--- src/udre_pkg.sv ---
// ---------------------------------------------------------------------------
// udre_pkg
// Types and constants for the dice roll engine.
// ---------------------------------------------------------------------------
package udre_pkg;

    // Field widths
    localparam int CMD_W    = 2;
    localparam int COUNT_W  = 8;
    localparam int SIDES_W  = 16;
    localparam int MOD_W    = 16;
    localparam int MULT_W   = 16;
    localparam int TOTAL_W  = 41;
    localparam int SEED_W   = 48;
    localparam int SUM_W    = 24;
    localparam int IN_TDATA_W  = 64;
    localparam int OUT_TDATA_W = 48;

    // Commands
    localparam logic [CMD_W-1:0] CMD_PLAIN  = 2'd0;
    localparam logic [CMD_W-1:0] CMD_TO_AVG = 2'd1;
    localparam logic [CMD_W-1:0] CMD_UPWARD = 2'd2;
    localparam logic [CMD_W-1:0] CMD_DROP   = 2'd3;

    localparam logic [COUNT_W-1:0] MAX_DICE   = 8'd255;
    localparam logic [SEED_W-1:0]  SEED_RESET = 48'd13070;

    // Generator: X' = (LCG_MUL * X + LCG_ADD) mod 2^48, multiply split in two
    localparam logic [34:0]        LCG_MUL    = 35'h5DEECE66D;
    localparam logic [17:0]        LCG_MUL_LO = LCG_MUL[17:0];
    localparam logic [16:0]        LCG_MUL_HI = LCG_MUL[34:18];
    localparam logic [SEED_W-1:0]  LCG_ADD    = 48'hB;

    // Bit-serial remainder: 33-bit dividend, one bit a step
    localparam int               DIV_W     = 33;
    localparam logic [5:0]       DIV_LAST  = 6'(DIV_W - 1);
    localparam logic [DIV_W-1:0] TWO_POW_32 = {1'b1, 32'd0};

    // Upward adjustment applies below this face value
    localparam logic [SIDES_W-1:0] UPWARD_LIMIT = 16'd6;

    typedef enum logic [3:0] {
        ST_IDLE,
        ST_EXCL,
        ST_LCG_LO,
        ST_LCG_HI,
        ST_CHECK,
        ST_MOD,
        ST_ACCUM,
        ST_SCALE,
        ST_DONE
    } udre_state_t;

endpackage

--- src/unbiased_dice_roll_engine.sv ---
// ---------------------------------------------------------------------------
// unbiased_dice_roll_engine
// Rejection-sampled dice roller on a 48-bit LCG, one total per request.
// ---------------------------------------------------------------------------
// One request word in, one total word out. The engine takes a request only
// while s_tready is high and then works on it alone. A request of N dice
// with at least two sides first finds 2^32 mod sides, then per die makes a
// generator draw (two multiply halves and a range check, repeated on
// rejection), reduces it in the bit-serial remainder unit and accumulates
// it. One-sided (or zero-sided) dice skip the generator, and zero dice go
// straight to the result. The remainder unit, one quotient bit a cycle,
// sets the pace. A finished total sits in the output register, so the next
// request is taken while it waits. Writing cfg_wr_data loads the generator
// state directly; write only while idle.
// ---------------------------------------------------------------------------
module unbiased_dice_roll_engine
    import udre_pkg::*;
(
    input  logic                    aclk,
    input  logic                    aresetn,

    // seed_value write
    input  logic                    cfg_wr_en,
    input  logic [SEED_W-1:0]       cfg_wr_data,

    // request words
    input  logic                    s_tvalid,
    output logic                    s_tready,
    // [1:0] command, [9:2] die_count, [25:10] die_sides,
    // [41:26] roll_modifier, [57:42] roll_multiplier, [63:58] zero
    input  logic [IN_TDATA_W-1:0]   s_tdata,

    // result words
    output logic                    m_tvalid,
    input  logic                    m_tready,
    // [40:0] roll_total, [47:41] zero
    output logic [OUT_TDATA_W-1:0]  m_tdata
);

    // -------------------------------------------------------------------
    // Request fields
    // -------------------------------------------------------------------
    logic [CMD_W-1:0]   in_cmd;
    logic [COUNT_W-1:0] in_count_raw;
    logic [COUNT_W-1:0] in_count;
    logic [SIDES_W-1:0] in_sides;
    logic               in_one_sided;

    assign in_cmd       = s_tdata[1:0];
    assign in_count_raw = s_tdata[9:2];
    assign in_sides     = s_tdata[25:10];
    assign in_count     = (in_count_raw > MAX_DICE) ? MAX_DICE : in_count_raw;
    assign in_one_sided = (in_sides <= 16'd1);

    // -------------------------------------------------------------------
    // State
    // -------------------------------------------------------------------
    udre_state_t               state_reg, state_next;
    logic [CMD_W-1:0]          cmd_reg, cmd_next;
    logic [SIDES_W-1:0]        sides_reg, sides_next;
    logic signed [MOD_W-1:0]   mod_reg, mod_next;
    logic signed [MULT_W-1:0]  mult_reg, mult_next;
    logic [COUNT_W-1:0]        dice_left_reg, dice_left_next;
    logic [SUM_W-1:0]          sum_reg, sum_next;
    logic [SIDES_W-1:0]        lowest_reg, lowest_next;
    logic [SIDES_W-1:0]        excl_reg, excl_next;    // 2^32 mod sides
    logic [SIDES_W-1:0]        die_reg, die_next;
    logic [SEED_W-1:0]         lcg_reg, lcg_next;      // generator state
    logic [SEED_W-1:0]         lcg_part_reg, lcg_part_next;
    logic [5:0]                div_cnt_reg, div_cnt_next;
    logic [DIV_W-1:0]          div_dvd_reg, div_dvd_next;
    logic [SIDES_W-1:0]        div_rem_reg, div_rem_next;
    logic [TOTAL_W-1:0]        total_reg, total_next;
    logic [TOTAL_W-1:0]        out_data_reg, out_data_next;
    logic                      out_valid_reg, out_valid_next;

    // -------------------------------------------------------------------
    // Shared units
    // -------------------------------------------------------------------
    // generator, low half: X * mul[17:0], kept mod 2^48
    logic [SEED_W-1:0] lcg_lo_prod;
    assign lcg_lo_prod = lcg_reg * {30'd0, LCG_MUL_LO};

    // generator, high half: only X[29:0] reaches bits below 48 after << 18
    logic [29:0] lcg_hi_prod;
    logic [SEED_W-1:0] lcg_new;
    assign lcg_hi_prod = lcg_reg[29:0] * {13'd0, LCG_MUL_HI};
    assign lcg_new     = lcg_part_reg + {lcg_hi_prod, 18'd0};

    // range check: raw > 2^32-1-excl  <=>  raw + excl carries out of 32 bits
    logic [31:0] raw;
    logic [32:0] rej_sum;
    logic        reject;
    assign raw     = lcg_reg[47:16];
    assign rej_sum = {1'b0, raw} + {17'd0, excl_reg};
    assign reject  = rej_sum[32];

    // restoring remainder, one dividend bit a cycle
    logic [16:0]        div_trial;
    logic               div_ge;
    logic [SIDES_W-1:0] div_rem_step;
    logic               div_last;
    assign div_trial    = {div_rem_reg, div_dvd_reg[DIV_W-1]};
    assign div_ge       = (div_trial >= {1'b0, sides_reg});
    assign div_rem_step = div_ge ? 16'(div_trial - {1'b0, sides_reg}) : div_trial[15:0];
    assign div_last     = (div_cnt_reg == DIV_LAST);

    // die adjustment
    logic [16:0]        sides_p1;
    logic [SIDES_W-1:0] lo_avg;
    logic [SIDES_W-1:0] hi_avg;
    logic [SIDES_W-1:0] die_adj;
    logic               one_sided;
    assign sides_p1  = {1'b0, sides_reg} + 17'd1;
    assign lo_avg    = sides_p1[16:1];
    assign hi_avg    = lo_avg + {15'd0, sides_p1[0]};
    assign one_sided = (sides_reg == 16'd1);

    always_comb begin
        die_adj = die_reg;
        unique case (cmd_reg)
            CMD_TO_AVG: begin
                if (die_reg == 16'd1) begin
                    die_adj = lo_avg;
                end else if (die_reg == sides_reg) begin
                    die_adj = hi_avg;
                end
            end
            CMD_UPWARD: begin
                if (die_reg < UPWARD_LIMIT) begin
                    die_adj = die_reg + 16'd1;
                end
            end
            CMD_PLAIN, CMD_DROP: begin
                die_adj = die_reg;
            end
            default: begin
                die_adj = die_reg;
            end
        endcase
    end

    // final scaling: (sum + modifier) * multiplier
    logic signed [24:0]      mod_sum;
    logic signed [TOTAL_W-1:0] scaled;
    logic [SUM_W-1:0]        dropped;
    assign mod_sum = $signed({1'b0, sum_reg}) + $signed({{9{mod_reg[MOD_W-1]}}, mod_reg});
    assign scaled  = TOTAL_W'(mod_sum) * TOTAL_W'(mult_reg);
    assign dropped = sum_reg - {8'd0, lowest_reg};

    logic out_free;
    assign out_free = !out_valid_reg || m_tready;

    // -------------------------------------------------------------------
    // Sequencer: next state
    // -------------------------------------------------------------------
    always_comb begin
        state_next = state_reg;
        unique case (state_reg)
            ST_IDLE: begin
                if (s_tvalid) begin
                    if (in_count == '0) begin
                        state_next = ST_DONE;
                    end else if (in_one_sided) begin
                        state_next = ST_ACCUM;
                    end else begin
                        state_next = ST_EXCL;
                    end
                end
            end
            ST_EXCL: begin
                if (div_last) begin
                    state_next = ST_LCG_LO;
                end
            end
            ST_LCG_LO: state_next = ST_LCG_HI;
            ST_LCG_HI: state_next = ST_CHECK;
            ST_CHECK: begin
                state_next = reject ? ST_LCG_LO : ST_MOD;
            end
            ST_MOD: begin
                if (div_last) begin
                    state_next = ST_ACCUM;
                end
            end
            ST_ACCUM: begin
                if (dice_left_reg == 8'd1) begin
                    state_next = ST_SCALE;
                end else if (one_sided) begin
                    state_next = ST_ACCUM;
                end else begin
                    state_next = ST_LCG_LO;
                end
            end
            ST_SCALE: state_next = ST_DONE;
            ST_DONE: begin
                if (out_free) begin
                    state_next = ST_IDLE;
                end
            end
            default: state_next = ST_IDLE;
        endcase
    end

    // -------------------------------------------------------------------
    // Sequencer: datapath and outputs
    // -------------------------------------------------------------------
    always_comb begin
        cmd_next       = cmd_reg;
        sides_next     = sides_reg;
        mod_next       = mod_reg;
        mult_next      = mult_reg;
        dice_left_next = dice_left_reg;
        sum_next       = sum_reg;
        lowest_next    = lowest_reg;
        excl_next      = excl_reg;
        die_next       = die_reg;
        lcg_next       = lcg_reg;
        lcg_part_next  = lcg_part_reg;
        div_cnt_next   = div_cnt_reg;
        div_dvd_next   = div_dvd_reg;
        div_rem_next   = div_rem_reg;
        total_next     = total_reg;
        out_data_next  = out_data_reg;
        out_valid_next = out_valid_reg && !m_tready;
        s_tready       = 1'b0;

        unique case (state_reg)
            ST_IDLE: begin
                // no word taken while reset is held
                s_tready       = aresetn;
                cmd_next       = in_cmd;
                sides_next     = in_one_sided ? 16'd1 : in_sides;
                mod_next       = s_tdata[41:26];
                mult_next      = s_tdata[57:42];
                dice_left_next = in_count;
                sum_next       = '0;
                lowest_next    = '1;
                total_next     = '0;
                die_next       = 16'd1;
                div_cnt_next   = '0;
                div_dvd_next   = TWO_POW_32;
                div_rem_next   = '0;
            end
            ST_EXCL: begin
                div_cnt_next = div_cnt_reg + 6'd1;
                div_dvd_next = {div_dvd_reg[DIV_W-2:0], 1'b0};
                div_rem_next = div_rem_step;
                if (div_last) begin
                    excl_next = div_rem_step;
                end
            end
            ST_LCG_LO: begin
                lcg_part_next = lcg_lo_prod + LCG_ADD;
            end
            ST_LCG_HI: begin
                lcg_next = lcg_new;
            end
            ST_CHECK: begin
                div_cnt_next = '0;
                div_dvd_next = {1'b0, raw};
                div_rem_next = '0;
            end
            ST_MOD: begin
                div_cnt_next = div_cnt_reg + 6'd1;
                div_dvd_next = {div_dvd_reg[DIV_W-2:0], 1'b0};
                div_rem_next = div_rem_step;
                if (div_last) begin
                    die_next = div_rem_step + 16'd1;
                end
            end
            ST_ACCUM: begin
                sum_next       = sum_reg + {8'd0, die_adj};
                dice_left_next = dice_left_reg - 8'd1;
                if (die_reg < lowest_reg) begin
                    lowest_next = die_reg;
                end
            end
            ST_SCALE: begin
                unique case (cmd_reg)
                    CMD_PLAIN:              total_next = scaled;
                    CMD_DROP:               total_next = {17'd0, dropped};
                    CMD_TO_AVG, CMD_UPWARD: total_next = {17'd0, sum_reg};
                    default:                total_next = {17'd0, sum_reg};
                endcase
            end
            ST_DONE: begin
                if (out_free) begin
                    out_data_next  = total_reg;
                    out_valid_next = 1'b1;
                end
            end
            default: begin
                s_tready = 1'b0;
            end
        endcase
    end

    // -------------------------------------------------------------------
    // Registers
    // -------------------------------------------------------------------
    always_ff @(posedge aclk) begin
        if (!aresetn) begin
            state_reg     <= ST_IDLE;
            out_valid_reg <= 1'b0;
            lcg_reg       <= SEED_RESET;
        end else begin
            state_reg     <= state_next;
            out_valid_reg <= out_valid_next;
            lcg_reg       <= cfg_wr_en ? cfg_wr_data : lcg_next;
        end
    end

    always_ff @(posedge aclk) begin
        cmd_reg       <= cmd_next;
        sides_reg     <= sides_next;
        mod_reg       <= mod_next;
        mult_reg      <= mult_next;
        dice_left_reg <= dice_left_next;
        sum_reg       <= sum_next;
        lowest_reg    <= lowest_next;
        excl_reg      <= excl_next;
        die_reg       <= die_next;
        lcg_part_reg  <= lcg_part_next;
        div_cnt_reg   <= div_cnt_next;
        div_dvd_reg   <= div_dvd_next;
        div_rem_reg   <= div_rem_next;
        total_reg     <= total_next;
        out_data_reg  <= out_data_next;
    end

    assign m_tvalid = out_valid_reg;
    assign m_tdata  = {7'd0, out_data_reg};

endmodule

--- config.mk ---
export PLATFORM = sky130hd
export DESIGN_NAME = unbiased_dice_roll_engine
export DESIGN_NICKNAME = d
export VERILOG_FILES = /design/src/udre_pkg.sv /design/src/unbiased_dice_roll_engine.sv
export SDC_FILE = /design/constraint.sdc
export NUM_CORES = 2
export LEC_CHECK = 0
export BUFFER_PORTS_ARGS = -buffer_cell sky130_fd_sc_hd__buf_4
export CAP_MARGIN = 30
export CORE_ASPECT_RATIO = 1.25
export CORE_UTILIZATION = 59
export CTS_CLUSTER_DIAMETER = 100
export CTS_CLUSTER_SIZE = 16
export DETAILED_ROUTE_END_ITERATION = 8
export GPL_ROUTABILITY_DRIVEN = 1
export PLACE_DENSITY = 0.89
export SLEW_MARGIN = 20
export SYNTH_ARGS = -nofsm -noshare
export SYNTH_HDL_FRONTEND = slang
export SYNTH_SLANG_ARGS = --single-unit
export TNS_END_PERCENT = 5
--- constraint.sdc ---
create_clock -name aclk -period 8 [get_ports aclk]
set_input_delay 0.8 -clock aclk [delete_from_list [all_inputs] [get_ports aclk]]
set_output_delay 0.8 -clock aclk [all_outputs]
set_load 0.03 [all_outputs]
==> tab_implementation.tex <==
\begin{tabular}{lr}
\hline
Metric & Value \\
\hline
\multicolumn{2}{l}{\textbf{Status}} \\
\quad Outcome & finished with violations \\
\quad Violated checks & setup timing \\
\multicolumn{2}{l}{\textbf{Timing}} \\
\quad Clock tree skew after final layout & about 31 ps \\
\quad Max Fclk & 119 MHz \\
\quad Final-layout worst hold slack & between 300 and 400 ps \\
\quad Final hold violation count & 0 \\
\quad Slew headroom & 0.313 \\
\quad Final count of pins violating max slew & 0 \\
\quad Transition time at the pin with the least slew margin & approximately 1000 ps \\
\quad Tcrit/Tclk final & 1.05 \\
\quad Minimum clock period after layout & $\sim$8400 ps \\
\quad Setup violations, final & 21 \\
\quad RSZ-0062 raised after global routing & yes \\
\quad Worst setup slack after layout & -425 ps \\
\multicolumn{2}{l}{\textbf{Clock network}} \\
\quad Number of CTS-inserted buffers & 30 \\
\quad Number of sinks on the clock net & between 300 and 400 \\
\quad Cell chosen for the clock root & clkbuf\_16 \\
\quad Count of H-tree levels built during CTS & 1 \\
\quad TritonCTS clock tree & built \\
\quad Clock transition at the registers of the reported paths & 80 ps \\
\quad Later-pin clock latency in the skew report & just under 700 ps \\
\quad Buffer levels on the longest clock path & 3 \\
\multicolumn{2}{l}{\textbf{Yosys}} \\
\quad Synth area leader & fa\_1 \\
\quad Share of flip-flops with an asynchronous set or reset after synthesis & 0 \\
\quad Commonest cells in the synthesized netlist & inv\_1 (990), fa\_1 (863), ha\_1 (476) \\
\quad Post-synthesis simple-gate area fraction & 0.113 \\
\quad Cell with the most instances after synthesis & inv\_1 \\
\quad Proportion of synthesized area in mux cells & 0.00210 \\
\quad Seq/Total Area, Yosys & 0.201 \\
\quad Number of enable-type register cells in the synthesized netlist & between 300 and 400 \\
\quad Ys Warns & 0 \\
\quad Most instantiated flip-flop cell in the synthesis netlist & edfxtp\_1 \\
\quad Area fraction in compound gates after synthesis & 0.108 \\
\quad Mean post-synth cell area & 9.99 um2 \\
\quad Syn Std Cell Area & roughly 0.052 mm2 \\
\quad Area share of the largest cell type after synthesis & 0.330 \\
\quad Instance count of the mapped netlist & approximately 5200 \\
\quad Largest cells by area after synthesis & fa\_1 (33\%), edfxtp\_1 (18\%), ha\_1 (11\%) \\
\quad Post-synthesis register bit count & 368 \\
\quad Combinational family with the most area after synthesis & adder cells \\
\quad Number of library cell types mapped by synthesis & 89 \\
\quad Synthesized-area fraction occupied by xor and xnor cells & 0.0467 \\
\quad Post-synthesis adder-cell area fraction & 0.444 \\
\multicolumn{2}{l}{\textbf{Worst setup path}} \\
\quad Buffers and inverters on the worst path & 8 \\
\quad Cell with the largest stage delay on the worst path & fa\_2 \\
\quad Critical path startpoint & sum\_reg[0] \\
\quad Arrival time at the worst endpoint & 8850 ps \\
\quad Worst setup path class & flip-flop to flip-flop \\
\quad Maximum fanout along the worst path & 8 \\
\quad Setup crit end kind & flip-flop \\
\quad Delay of the slowest critical-path stage & approximately 550 ps \\
\quad Worst path required time & $\sim$8400 ps \\
\quad Worst reg2reg path startpoint & sum\_reg[0] \\
\quad Sort of element at the start of the critical path & flip-flop \\
\quad CP top delay family & adder cells \\
\multicolumn{2}{l}{\textbf{Floorplan}} \\
\quad Number of placed I/O pins & 167 \\
\quad Die outline height & 335 um \\
\quad Core footprint & $\sim$0.09 mm2 \\
\quad Row count & 121 \\
\quad Chip Width & between 200 and 300 um \\
\quad Total die area & about 0.09 mm2 \\
\quad Effective utilization at floorplan & 0.598 \\
\multicolumn{2}{l}{\textbf{Route}} \\
\quad Average vias per placed instance & a little over 6 \\
\quad Length of the first detailed-routing pass in iterations & 9 \\
\quad Detail-routed net length per standard cell & roughly 23 um \\
\quad Iteration-0 DRC Markers & 3722 \\
\quad Final Routed Wirelength & roughly 150000 um \\
\quad Remaining number of nets flagged by the antenna check after routing & 0 \\
\quad Via Count & 41200 \\
\quad Residual DRC count & 0 \\
\multicolumn{2}{l}{\textbf{Placed design}} \\
\quad Count of buffers inserted at the top-level ports & between 150 and 200 \\
\quad DP HPWL & 122000 um \\
\quad GP Congestion & slightly above 1 \\
\multicolumn{2}{l}{\textbf{Min path}} \\
\quad Hold Crit Class & input pin to flip-flop \\
\quad Hold Crit Start & s\_tdata[53] \\
\multicolumn{2}{l}{\textbf{Final layout}} \\
\quad Layout cell share with drive strength beyond 1 & 0.123 \\
\quad Final Util & 0.669 \\
\quad Filler instances & just over 6000 \\
\quad Area grow syn2layout & 11.9\% \\
\quad Number of nets at the end of the flow & roughly 7100 \\
\multicolumn{2}{l}{\textbf{Global route}} \\
\quad Overall Global Routing Usage & 0.345 \\
\quad Wire length of the first global-routing pass & between 200000 and 250000 um \\
\quad Number of antenna violations at the first check in global routing & 6 \\
\quad Largest net degree at the start of global routing & 58 \\
\quad Sum of overflow across all layers after global routing & 0 \\
\quad Vias in the first global route & about 44000 \\
\multicolumn{2}{l}{\textbf{Job}} \\
\quad Number of max-capacitance violations reported & 0 \\
\hline
\end{tabular}
## area by class of cell
cell class,count,area (um2),share of cell area
antenna,3,7.51,0.000128
clock buffer,35,791,0.0135
clock inverter,10,114,0.00194
inverter,990,3720,0.0634
multi-input combinational,3709,38000,0.648
sequential,368,10500,0.180
tap,1168,1460,0.0250
timing repair buffer,497,4000,0.0683
## kinds of logic (layout without fill, tap and decap cells)
family	after synthesis	in the layout
compound gates	853	853
mux	9	9
flops	368	368
xor+xnor	279	279
other cells	1	10
simple gates	1222	1222
buf+inv	1170	1532
fa+ha+maj	1339	1339
## what timing repair did
item | in CTS | in global routing
endpoints found under the setup margin | 21 | 29
buffers inserted | 0 | 16
pin swaps | 5 | 79
hold buffers | 0 | 0
gates resized for setup | 24 | 105
## per-stage QoR
| step | area (um2) | cells | setup TNS (ps) | setup slack, ps |
|---|---|---|---|---|
| after global placement | 56900 | 6709 | -2960 | -375 |
| after detailed placement | 56900 | 6712 | -4460 | -457 |
| final | 58600 | 6780 | -4830 | -425 |
| after CTS | 57900 | 6757 | -2180 | -254 |
| after floorplan | 52400 | 5247 | 0 | 43.1 |
| after global routing | 58600 | 6778 | -9600 | -636 |
## metal layers
layer,track usage,wire (um)
met5,0,55
met4,0.219,12300
met3,0.0782,15700
met2,0.585,74600
met1,0.391,50900
## worst paths after layout
kind         cells past startpoint               end  slack (ps)
max                             34     total_reg[38]        -420
min                              1      mult_reg[11]         300
max reg2reg                     34     total_reg[38]        -420
min reg2reg                      0  out_data_reg[39]         430
## cells in the final DEF, fill, tap and decap left out, types with 51 or more instances in the layout
cell and instances:
xnor2_1 180, inv_1 982, nor2b_1 56, edfxtp_1 315, xor2_1 90, buf_4 469
and2_1 160, a21oi_1 224, nand2_1 432, nand3_1 76, o21ai_0 136, ha_1 461
nor2_1 217, a21o_1 96, fa_1 850, dfxtp_1 51
## worst reg2reg max path, delay by kind of cell (launching register included)
kind / cells / cell delay [ps]
compound gates: 6 / 1680
xor+xnor: 2 / 240
fa+ha+maj: 9 / 3610
buf+inv: 8 / 960
flops: 1 / 430
simple gates: 9 / 1270
Power is left out: the tool's default activity adds up to more than one toggle a clock period on the data nets, which glitch-free logic cannot reach.
